--- src/hw/rtl/edf_pkg.sv ---
package edf_pkg;

    localparam int DEFAULT_QUEUE_DEPTH = 16;
    localparam logic [15:0] CNT_MAX = 16'hFFFF;

    typedef enum logic [2:0] {
        KIND_ACCEPTED = 3'd0,
        KIND_REJECTED = 3'd1,
        KIND_IDLE     = 3'd2,
        KIND_RUNNING  = 3'd3,
        KIND_COMPLETED = 3'd4,
        KIND_MISSED   = 3'd5
    } kind_t;

    typedef enum logic [2:0] {
        ST_IDLE,
        ST_SEARCH,
        ST_SHIFT,
        ST_RUN,
        ST_WALK,
        ST_OUT
    } state_t;

    typedef struct packed {
        logic [7:0]  id;
        logic [15:0] deadline;
        logic [15:0] remaining;
        logic [15:0] waiting;
        logic [15:0] turnaround;
        logic [15:0] response;
        logic        started;
    } entry_t;

    typedef struct packed {
        logic [2:0]  kind;
        logic [7:0]  task_ref;
        logic [15:0] wait_time;
        logic [15:0] turn_time;
        logic [15:0] resp_time;
        logic [15:0] left_burst;
        logic        last;
    } result_t;

    typedef struct packed {
        logic [15:0] burst_len;
        logic [15:0] abs_deadline;
        logic [7:0]  task_id;
        logic        mode;
    } word_t;

    function automatic logic [15:0] sat_inc(input logic [15:0] v);
        return (v != CNT_MAX) ? v + 16'd1 : v;
    endfunction

endpackage

--- src/hw/rtl/edf_if.sv ---
interface edf_if #(parameter type T = logic) ();
    logic valid;
    logic ready;
    T     data;
    modport source (output valid, output data, input ready);
    modport sink   (input valid, input data, output ready);
endinterface

--- src/hw/rtl/edf_ctrl.sv ---
module edf_ctrl (
    input  logic clk,
    input  logic rst_n,
    input  logic in_valid,
    output logic in_ready,
    input  logic in_mode,
    output logic out_valid,
    input  logic out_ready,
    output edf_pkg::state_t state,
    input  logic step_done
);
    import edf_pkg::*;

    state_t state_reg, state_next;
    assign state = state_reg;

    always_ff @(posedge clk or negedge rst_n)
    begin
        if (!rst_n)
            state_reg <= ST_IDLE;
        else
            state_reg <= state_next;
    end

    assign in_ready  = (state_reg == ST_IDLE);
    assign out_valid = (state_reg == ST_OUT);

    // RUN: step_done means the first word is ready to go out now
    // (idle, or running followed by completed); otherwise walk first
    always_comb
    begin
        state_next = state_reg;
        case (state_reg)
            ST_IDLE:
                if (in_valid)
                    state_next = in_mode ? ST_RUN : ST_SEARCH;
            ST_SEARCH:
                if (step_done) state_next = ST_SHIFT;
            ST_SHIFT:
                if (step_done) state_next = ST_OUT;
            ST_RUN:
                state_next = step_done ? ST_OUT : ST_WALK;
            ST_WALK:
                if (step_done) state_next = ST_OUT;
            ST_OUT:
                if (out_ready)
                    state_next = step_done ? ST_IDLE : ST_WALK;
            default:
                state_next = ST_IDLE;
        endcase
    end

endmodule

--- src/hw/rtl/edf_datapath.sv ---
module edf_datapath #(
    parameter int QUEUE_DEPTH = edf_pkg::DEFAULT_QUEUE_DEPTH
) (
    input  logic clk,
    input  logic rst_n,
    input  edf_pkg::state_t state,
    input  logic in_fire,
    input  edf_pkg::word_t in_word,
    input  logic out_fire,
    output edf_pkg::result_t result,
    output logic step_done
);
    import edf_pkg::*;

    localparam int IW = $clog2(QUEUE_DEPTH);
    localparam int CW = $clog2(QUEUE_DEPTH + 1);
    localparam logic [IW-1:0] FRONT = '0;

    function automatic entry_t upd_front(input entry_t e);
        entry_t r;
        r = e;
        r.started = 1'b1;
        if (e.remaining != 16'd0) r.remaining = e.remaining - 16'd1;
        r.turnaround = sat_inc(e.turnaround);
        return r;
    endfunction

    entry_t      mem [QUEUE_DEPTH];
    logic [15:0] time_reg;
    logic [CW-1:0] cnt_reg;
    logic [CW-1:0] rd_reg;   // read pointer of compaction walk
    logic [CW-1:0] wr_reg;   // write pointer
    logic        mode_reg;
    logic        running_reg;
    logic        done_reg;   // front completed, completed word follows running
    logic        miss_reg;   // miss found, pending word goes out first
    word_t       word_reg;
    result_t     res_reg;   // pending word; last set once nothing follows

    entry_t cur, upd, newe, fr;
    logic   keep;
    logic   rd_end;

    assign result = res_reg;
    assign cur = mem[rd_reg[IW-1:0]];
    assign fr = upd_front(mem[FRONT]);

    always_comb
    begin
        newe = '0;
        newe.id = word_reg.task_id;
        newe.deadline = word_reg.abs_deadline;
        newe.remaining = word_reg.burst_len;
        upd = cur;
        if (!(running_reg && rd_reg == '0))
        begin
            upd.waiting = sat_inc(cur.waiting);
            upd.turnaround = sat_inc(cur.turnaround);
            if (!cur.started)
                upd.response = sat_inc(cur.response);
        end
        keep = (upd.deadline != time_reg);
        rd_end = (rd_reg >= cnt_reg);
    end

    // step_done: search/shift/walk finished, in RUN: first word ready without a walk, or in OUT: no more results
    always_comb
    begin
        case (state)
            ST_SEARCH: step_done = (mode_reg) || rd_end || (cur.deadline > word_reg.abs_deadline)
                                   || (cnt_reg == CW'(QUEUE_DEPTH));
            ST_SHIFT:  step_done = (wr_reg == rd_reg);
            ST_RUN:    step_done = (cnt_reg == '0) || (fr.remaining == 16'd0);
            ST_WALK:   step_done = rd_end || !keep;
            ST_OUT:    step_done = res_reg.last;
            default:   step_done = 1'b0;
        endcase
    end

    always_ff @(posedge clk)
    begin
        case (state)
            ST_SHIFT:
                if (wr_reg != rd_reg)
                    mem[wr_reg[IW-1:0]] <= mem[wr_reg[IW-1:0] - IW'(1)];
                else if (cnt_reg != CW'(QUEUE_DEPTH))
                    mem[rd_reg[IW-1:0]] <= newe;
            ST_RUN:
                if (cnt_reg != '0)
                    mem[FRONT] <= fr;
            ST_WALK:
                if (!rd_end && keep)
                    mem[wr_reg[IW-1:0]] <= upd;
            default: ;
        endcase
    end

    always_ff @(posedge clk or negedge rst_n)
    begin
        if (!rst_n)
        begin
            time_reg <= '0;
            cnt_reg  <= '0;
            rd_reg   <= '0;
            wr_reg   <= '0;
            done_reg <= 1'b0;
            miss_reg <= 1'b0;
            running_reg <= 1'b0;
            mode_reg <= 1'b0;
            word_reg <= '0;
            res_reg  <= '0;
        end
        else
        begin
            case (state)
                ST_IDLE:
                    if (in_fire)
                    begin
                        word_reg <= in_word;
                        mode_reg <= in_word.mode;
                        rd_reg <= '0;
                        if (in_word.mode) time_reg <= time_reg + 16'd1;
                    end
                ST_SEARCH:
                    if (cnt_reg == CW'(QUEUE_DEPTH))
                    begin
                        res_reg <= '{KIND_REJECTED, word_reg.task_id, 16'd0, 16'd0,
                                     16'd0, 16'd0, 1'b1};
                        wr_reg <= rd_reg;
                    end
                    else if (step_done)
                        wr_reg <= cnt_reg;
                    else
                        rd_reg <= rd_reg + CW'(1);
                ST_SHIFT:
                    if (wr_reg != rd_reg)
                        wr_reg <= wr_reg - CW'(1);
                    else if (cnt_reg != CW'(QUEUE_DEPTH))
                    begin
                        cnt_reg <= cnt_reg + CW'(1);
                        res_reg <= '{KIND_ACCEPTED, word_reg.task_id, 16'd0, 16'd0,
                                     16'd0, word_reg.burst_len, 1'b1};
                    end
                ST_RUN:
                begin
                    rd_reg <= '0;
                    wr_reg <= '0;
                    done_reg <= 1'b0;
                    miss_reg <= 1'b0;
                    if (cnt_reg == '0)
                        res_reg <= '{KIND_IDLE, 8'd0, 16'd0, 16'd0, 16'd0, 16'd0, 1'b1};
                    else
                    begin
                        running_reg <= (fr.remaining != 16'd0);
                        res_reg <= '{KIND_RUNNING, fr.id, fr.waiting, fr.turnaround,
                                     fr.response, fr.remaining, 1'b0};
                        done_reg <= (fr.remaining == 16'd0);
                    end
                end
                ST_WALK:
                    if (rd_end)
                    begin
                        cnt_reg <= wr_reg;
                        res_reg.last <= 1'b1;
                    end
                    else if (keep)
                    begin
                        rd_reg <= rd_reg + CW'(1);
                        wr_reg <= wr_reg + CW'(1);
                    end
                    else
                        miss_reg <= 1'b1;
                ST_OUT:
                    if (out_fire && !res_reg.last)
                    begin
                        if (done_reg)
                        begin
                            // completed front: emit it, then skip it in the walk
                            done_reg <= 1'b0;
                            running_reg <= 1'b0;
                            res_reg <= '{KIND_COMPLETED, res_reg.task_ref, res_reg.wait_time,
                                         res_reg.turn_time, res_reg.resp_time, 16'd0, 1'b0};
                            rd_reg <= CW'(1);
                            wr_reg <= '0;
                        end
                        else if (miss_reg)
                        begin
                            // entry at rd is unchanged since the walk stopped on it
                            miss_reg <= 1'b0;
                            rd_reg <= rd_reg + CW'(1);
                            res_reg <= '{KIND_MISSED, upd.id, upd.waiting, upd.turnaround,
                                         upd.response, upd.remaining, 1'b0};
                        end
                    end
                default: ;
            endcase
        end
    end

endmodule

--- src/hw/rtl/edf_ready_queue_scheduler.sv ---
// EDF ready queue scheduler.
// Input channel "in" carries one word per request: mode 0 inserts a task
// sorted by abs_deadline (ties behind), mode 1 advances time by one tick.
// Output channel "out" carries result words; last marks the final one.
// An arrival gives one word (accepted or rejected full), after a search for
// its position and a shift of the entries behind it.
// A tick gives idle, or running, maybe completed, then any deadline misses
// in queue order; it walks every entry once. One request is in flight at a
// time; ready is low until its last result word is taken.
// When the receiver stalls, the block holds the current result and waits.
// Reset clears the time counter and the entry count; entry storage is not
// cleared and needs no sweep.
module edf_ready_queue_scheduler #(
    parameter int QUEUE_DEPTH = edf_pkg::DEFAULT_QUEUE_DEPTH
) (
    input logic clk,
    input logic rst_n,
    edf_if.sink   in,
    edf_if.source out
);
    import edf_pkg::*;

    state_t  state;
    logic    step_done;
    result_t res;
    word_t   w;

    assign w = in.data;
    assign out.data = res;

    edf_ctrl u_ctrl (
        .clk, .rst_n,
        .in_valid (in.valid),
        .in_ready (in.ready),
        .in_mode  (w.mode),
        .out_valid(out.valid),
        .out_ready(out.ready),
        .state,
        .step_done
    );

    edf_datapath #(.QUEUE_DEPTH(QUEUE_DEPTH)) u_dp (
        .clk, .rst_n,
        .state,
        .in_fire (in.valid && in.ready),
        .in_word (w),
        .out_fire(out.valid && out.ready),
        .result  (res),
        .step_done
    );

    a_excl: assert property (@(posedge clk) disable iff (!rst_n)
        !(in.ready && out.valid)) else $error("ready while result pending");
    a_stall: assert property (@(posedge clk) disable iff (!rst_n)
        out.valid && !out.ready |=> out.valid) else $error("result dropped");
    a_kind: assert property (@(posedge clk) disable iff (!rst_n)
        out.valid |-> res.kind <= KIND_MISSED) else $error("bad kind");

endmodule

--- src/flat_wrapper.sv ---
// flat-port wrapper written by rule: the top's interface ports become plain ports
module edf_ready_queue_scheduler_flat import edf_pkg::*;
#(
    parameter int QUEUE_DEPTH = edf_pkg::DEFAULT_QUEUE_DEPTH
)
  (clk, rst_n, in_valid, in_data, in_ready, out_valid, out_data, out_ready);
  edf_if #(.T(word_t)) in_i ();
  edf_if #(.T(result_t)) out_i ();
  input logic clk;
  input logic rst_n;
  input wire logic [$bits(in_i.valid)-1:0] in_valid;
  input wire logic [$bits(in_i.data)-1:0] in_data;
  output wire logic [$bits(in_i.ready)-1:0] in_ready;
  output wire logic [$bits(out_i.valid)-1:0] out_valid;
  output wire logic [$bits(out_i.data)-1:0] out_data;
  input wire logic [$bits(out_i.ready)-1:0] out_ready;
  assign in_i.valid = in_valid;
  assign in_i.data = in_data;
  assign in_ready = in_i.ready;
  assign out_valid = out_i.valid;
  assign out_data = out_i.data;
  assign out_i.ready = out_ready;
  edf_ready_queue_scheduler #(.QUEUE_DEPTH(QUEUE_DEPTH)) u_core (.clk(clk), .rst_n(rst_n), .in(in_i), .out(out_i));
endmodule
--- config.mk ---
export PLATFORM = sky130hd
export DESIGN_NAME = edf_ready_queue_scheduler_flat
export DESIGN_NICKNAME = d
export VERILOG_FILES = /design/src/hw/rtl/edf_pkg.sv /design/src/hw/rtl/edf_if.sv /design/src/hw/rtl/edf_ctrl.sv /design/src/hw/rtl/edf_datapath.sv /design/src/hw/rtl/edf_ready_queue_scheduler.sv /design/src/flat_wrapper.sv
export SDC_FILE = /design/constraint.sdc
export NUM_CORES = 2
export LEC_CHECK = 0
export BUFFER_PORTS_ARGS = -buffer_cell sky130_fd_sc_hd__buf_2
export CORE_AREA = 2 2 376 378
export DETAILED_ROUTE_END_ITERATION = 12
export DIE_AREA = 0 0 378 380
export PLACE_DENSITY_LB_ADDON = 0.15
export SYNTH_ARGS = -nofsm -noshare
export SYNTH_HDL_FRONTEND = slang
export SYNTH_HIERARCHICAL = 1
export SYNTH_SLANG_ARGS = --single-unit
export TNS_END_PERCENT = 1
--- constraint.sdc ---
create_clock -name clk -period 14.6 [get_ports clk]
set_input_delay 1.46 -clock clk [delete_from_list [all_inputs] [get_ports clk]]
set_output_delay 1.46 -clock clk [all_outputs]
set_load 0.02 [all_outputs]
# Yosys cells after proc, flatten, opt, wreduce, memory -nomap -nowiden
# Memories as Yosys holds them, arrays and structs flattened.
# Cells that the tools add are included.
# Widths: inputs -> output; s select.
[word_totals]
in_bits = 45
ram_bits = 1424
memories = 1
latch_bits = 0
elab_cells = 190
out_inout_bits = 78
romBits = 0
ff_bits = 154
[op_classes]
n_eq_ne = 36
n_mux = 79
add_sub_neg = 11
div_mod_pow = 0
multipliers = 0
n_reduce_logical = 41
order_cmp = 2
bitwise_logic = 1
shift = 0
[memory_table]
columns = ["name", "depth", "width", "read_ports", "rd_ports_with_merged_regs", "wr", "line", "source"]
rows = [
  ["u_core.u_dp.mem", 16, 89, 3, 0, 1, "edf_datapath.sv:28", "entry_t mem [QUEUE_DEPTH];"],
]
[op_table]
columns = ["operator", "n"]
rows = [
  ["$mux 76", 6],
  ["$pmux 75 s4", 1],
  ["$mux 89", 3],
  ["$reduce_or 89->1", 2],
  ["$mux 16", 6],
  ["$mux 5", 18],
  ["$add 16x1->16 const B", 5],
  ["$mux 74", 1],
  ["$ne 16x16->1 const B", 4],
  ["$pmux 5 s5", 2],
  ["$mux 48", 1],
  ["$ne 2x2->1 const B", 19],
  ["$reduce_bool 16->1", 2],
  ["$mux 1", 26],
  ["$reduce_and 7->1", 3],
  ["$gt 16x16->1", 1],
  ["$logic_not 16->1", 1],
  ["$ne 16x16->1", 1],
  ["$sub 16x1->16 const B", 1],
  ["$add 5x1->5 const B", 3],
  ["$mux 3", 5],
  ["$pmux 3 s5", 1],
  ["$reduce_bool 5->1", 3],
  ["$reduce_and 4->1", 3],
  ["33 further kinds", 52],
]

# Depth between registers and ports, before layout
[logic_depth]
depth_word = 9
depth_mapped = 21
depth_no_buf = 16

# Cells and area by module
# The synthesis kept the hierarchy.
[by_module_without_submodules]
columns = ["module", "cells_each", "area_each_um2", "seq_area_each_um2", "n_inst"]
rows = [
  ["edf_datapath", 4217, 76276.9, 46539.6, 1],
  ["edf_ctrl", 20, 198.9, 75.1, 1],
  ["edf_ready_queue_scheduler", 2, 12.5, 0.0, 1],
]

# Least setup slack after synthesis
# OpenSTA, ideal clock, no wires.
[synth_timing]
kind = "register -> register"
from = "register u_core.u_dp.rd_reg[0]"
to = "memory u_core/u_dp/mem[4][0] (netlist name) (enable)"
setup_slack_ns = 1.790
setup_ns = 0.788
synth_period_minus_slack_ns = 12.810
required_ns = 13.812
n_path_buf = 6
t_arrival_ns = 12.022
path_stages_with_launch = 15
path_cell_list = "dfrtp_1 > buf_6 > buf_6 > buf_4 > mux4_2 > o21ai_0 > xnor2_1 > nor3_1 > o211a_1 > a211o_1 > buf_2 > and2_1 > buf_2 > buf_2 > nor4b_1"
[synth_between]
elab_chain_len = 9
word_cells_on_any_way = 21
classes_between = "order compare: 1; eq/ne: 2; mux: 13; bitwise: 1; reduce/logical: 3; memory: 1"
[synth_lines]
columns = ["item", "line", "source"]
rows = [
  ["start, declared", "edf_datapath.sv:31", "logic [CW-1:0] rd_reg;"],
  ["start signal, assigned", "edf_datapath.sv:134", "rd_reg <= rd_reg + CW'(1);"],
  ["start signal, assigned", "edf_datapath.sv:168", "rd_reg <= rd_reg + CW'(1);"],
  ["start signal, assigned", "edf_datapath.sv:190", "rd_reg <= rd_reg + CW'(1);"],
  ["$mem_v2 16x89 / $ge 5x5->1 (equally long branches)", "--", ""],
  ["$ne 16x16->1 / $logic_not 1->1 (equally long branches)", "edf_datapath.sv:62, edf_datapath.sv:92", ""],
  ["$logic_and 1x1->1", "edf_datapath.sv:92", "if (!rd_end && keep)"],
  ["$mux 1", "edf_datapath.sv:92", ""],
  ["$mux 1", "edf_datapath.sv:82", "case (state)"],
  ["$mux 1 (implied by the code)", "edf_datapath.sv:93", "mem[wr_reg[IW-1:0]] <= upd;"],
  ["$or 1x1->1 (no source line)", "--", ""],
  ["$mux 1 (no source line) (2 in series)", "--", ""],
  ["end, declared", "edf_datapath.sv:28", ""],
]
# Several ways; a longest one is shown, not always the timed one.

# Final worst setup path
[layout_timing]
from = "register u_core.u_dp.rd_reg[1]"
to = "memory u_core/u_dp/mem[6][19] (netlist name) (enable)"
# The elaborated chain is that of the path after synthesis.

==> results.py <==
metrics = {
    "run_status": {
        "outcome": "complete, no violations",
    },
    "worst_setup_path": {
        "timing.critical_path.mode_cell": "buf_4",
        "crit_required_ns": 15.01,
        "crit_type": "reg -> reg",
        "timing.critical_path.from_type": "flop",
        "crit_path_end_kind": "flop",
        "worstRegToRegCells": 14,
        "cp_max_fo": 50,
        "r2r_slack_ns": 7.32,
        "crit-reg2reg-launch": "u_core/u_dp/rd_reg[1]",
        "cp_data_arrival_time_ns": 7.70,
        "crit_path_cell_trace": "buf_4 -> buf_4 -> mux4_2 -> mux2i_1 -> mux2i_1 -> buf_4 -> xor2_1 -> nor4_1 -> o211a_1 -> a211o_4 -> and2_1 -> nor4b_2 -> buf_4 -> buf_4",
        "timing.critical_path.slowest_cell_delay_ns": 0.86,
        "cpMaxStageDelayCell": "buf_4",
        "reg2reg_to": "u_core/u_dp/mem[6][19]",
    },
    "sta": {
        "fmax_ghz": 0.137,
        "timing_worst_slew_pin_value_ns": 1.23,
        "tns_ns": 0,
        "period_share_pct": 49.9,
        "finClkSkew_ns": 0.0263,
        "final-hold-violation-count": 0,
        "timing.final.crit_period_ns": 7.28,
        "final-max-slew-violation-count": 0,
        "setup_repair_after_global_routing_missed_its_margin": "no",
        "max_slew_margin_pct": 17.9,
        "setup_violations": 0,
    },
    "clock_network": {
        "tritoncts_clock_tree": "done",
        "cts.sinks": 1578,
        "clock_latency_ns": 0.81,
        "post_cts.repair.setup_buffers": 0,
        "cts.reportedPaths.clkPinSlew_ns": 0.06,
        "ctsRootBufferMaster": "clkbuf_16",
        "numCtsBuffers": 167,
        "holdBufCountCts": 0,
        "clock_path_buffers": 3,
        "htreeDepth": 4,
        "cts_repair_resize_count": 0,
    },
    "yosys": {
        "synthDominantAreaCellType": "edfxtp_1",
        "netlist-cell-type-count": 84,
        "syn_area_per_cell_sq_um": 18.0,
        "synthTopCellsByCount": "edfxtp_1, mux4_2, nand2_1",
        "share_of_synthesized_flip_flops_with_an_asynchronous_set_or_reset_pct": 9.76,
        "synth_sequential_area_ratio_pct": 60.9,
        "synth_largest_type_area_fraction_pct": 55.9,
        "yosysMostFrequentCell": "edfxtp_1",
        "ys_ff_latch": 1578,
        "synth_top_flop_cell": "edfxtp_1",
        "ys.warnings.count": 6,
        "synth_cells": 4239,
        "post_synth_instance_area_sq_um": 76500,
        "synth_edf_count": 1424,
        "postSynthNetCount": 4321,
        "dominant_cells_by_area_after_synthesis": "edfxtp_1, mux4_2, dfrtp_1, mux2i_1, nand2_1",
    },
    "global_route": {
        "first_global_vias": 45057,
        "grt_use_total_pct": 29.6,
        "antenna_violations_before_repair": 4,
        "global_route_wire_length_before_repair_um": 308000,
        "largest_net_degree_at_the_start_of_global_routing": 124,
        "overflow": 0,
    },
    "cells_and_area": {
        "area_growth_syn_to_layout_pct": 10.7,
        "regMostFlops": "u_core/u_dp/mem",
        "layout-drive-gt1-share_pct": 30.9,
        "nNetsFinal": 4444,
        "largest_reg_flops": 1424,
    },
    "flow_run": {
        "max_cap_violations": 0,
    },
    "pwr": {
        "p_per_area_nw_per_um2": 263,
        "worst_ir_drop_vdd_mv": 0.300,
        "combinationalPowerShare_pct": 43.7,
        "cell_internal_pwr_w": 0.0141,
        "swShare_pct": 36.8,
        "power.static_leakage_nw": 27.8,
        "power.clock.fraction_pct": 19.0,
        "netSwitchingPower_w": 0.00818,
        "sequentialPowerShare_pct": 37.2,
        "power_w": 0.0223,
    },
    "drt": {
        "totalWireLength_um": 210000,
        "routedWlPerCell_um": 32.9,
        "num_vias": 44716,
        "dr.pass1.iters": 6,
        "drt-vias-per-instance": 7.01,
        "count_of_unresolved_drc_violations_after_routing": 0,
        "antenna_violating_nets_post_route": 0,
        "first_iter_violations": 5272,
    },
    "floorplan": {
        "placementRows": 137,
        "die_width_um": 378,
        "design.core.area_sq_um": 139000,
        "initial_utilization_pct": 55.0,
        "floorplan.io_pins": 123,
        "fp.dieArea_sq_um": 144000,
        "fp.dieH_um": 380,
    },
    "placement": {
        "io_buffers": 122,
        "globalplace.congestion": 0.860,
        "post-dp-hpwl_um": 116000,
    },
    "min_path": {
        "timing.hold.worst_endpoint": "u_core/u_dp/result[34]",
        "hold_start": "u_core/u_dp/result[34]",
        "hold_path_stages": 2,
        "hp-class": "reg -> reg",
    },
}
==> worst max path at each step <==
stage | start | end | slack [ns]
floorplan | u_core/u_dp/rd_reg[0] | u_core/u_dp/mem[4][0] | 1.79
global placement | u_core/u_dp/rd_reg[1] | u_core/u_dp/mem[6][20] | 7.37
detailed placement | u_core/u_dp/rd_reg[1] | u_core/u_dp/mem[13][53] | 7.27
CTS | u_core/u_dp/rd_reg[1] | u_core/u_dp/mem[13][59] | 7.29
global route | u_core/u_dp/rd_reg[1] | u_core/u_dp/mem[6][27] | 6.87
finish | u_core/u_dp/rd_reg[1] | u_core/u_dp/mem[6][19] | 7.32
==> power groups by stage <==
| stage | logic, W | clock network (W) | registers [W] |
|---|---|---|---|
| global route | 0.0105 | 0.00447 | 0.00836 |
| finish | 0.00972 | 0.00424 | 0.00829 |
| CTS | 0.00972 | 0.00429 | 0.00829 |
| detailed placement | 0.00968 | 0 | 0.00838 |
| global placement | 0.00954 | 0 | 0.00835 |
| floorplan | 0.00668 | 0 | 0.00830 |
==> metrics by stage <==
step | utilization, % | setup slack [ns] | instance area (sq um) | instances | hold slack, ns
after floorplan | - | 1.79 | 76500 | 4239 | 0.469
after CTS | 60.8 | 7.29 | 84700 | 6382 | 0.477
after global routing | 60.8 | 6.87 | 84700 | 6383 | 0.511
after detailed placement | 56.9 | 7.27 | 79200 | 6069 | 0.465
after global placement | 56.9 | 7.37 | 79200 | 6069 | 0.457
final | 60.8 | 7.32 | 84700 | 6383 | 0.473
==> routing by layer <==
layer,global-route usage (%),share of wire (%),wire length [um]
met2,47.4,49,103000
met3,5.17,9.2,19200
met1,41.5,38,80700
met4,10.2,3.6,7530
met5,0,0,0
==> cells in the final DEF, fill, tap and decap left out, types with 31 or more instances in the layout <==
cell type,n
xor2_1,41
nor2_1,95
inv_1,51
buf_4,132
o21ai_0,123
clkinv_2,31
a211oi_1,68
ha_1,35
o21ai_1,40
xnor2_1,56
edfxtp_1,1424
nand2_1,226
buf_2,121
nand3_1,96
a22oi_1,68
mux2i_1,147
nor2b_1,57
a21oi_1,118
mux4_2,778
clkbuf_16,172
mux2_2,46
nor3_1,31
dfrtp_1,150
clkbuf_1,42
==> worst max-delay path: cells and delay by family, from the launching register on <==
family / cells / cell delay (ns)
muxes: 3 / 0.64
xor gates and xnor gates: 1 / 0.18
buffers and inverters: 5 / 3.26
AOI/OAI and AO/OA: 2 / 0.77
DFF: 1 / 0.82
and+or+nand+nor: 3 / 1.02
==> cell families after synthesis <==
family / Yosys count / synth area share (%)
XOR/XNOR: 99 / 1.13
buffers and inverters: 364 / 2.44
AND/OR/NAND/NOR: 636 / 4.07
adder cells (fa/ha/maj): 37 / 0.615
flip-flops: 1578 / 60.9
AO/OA/AOI/OAI: 527 / 4.38
multiplexers: 998 / 26.4
==> layout make-up <==
cell class              count  area, sq um
inverters                  55          214
repair buffers            263         1790
flip-flops and latches   1578        46600
clock buffers             220         4540
multi-input cells        2297        28200
diodes                      1         2.50
fillers                 10180        54500
clock inverters            93          918
well taps                1876         2350
No activity file was read; power rests on OpenSTA's default activity.
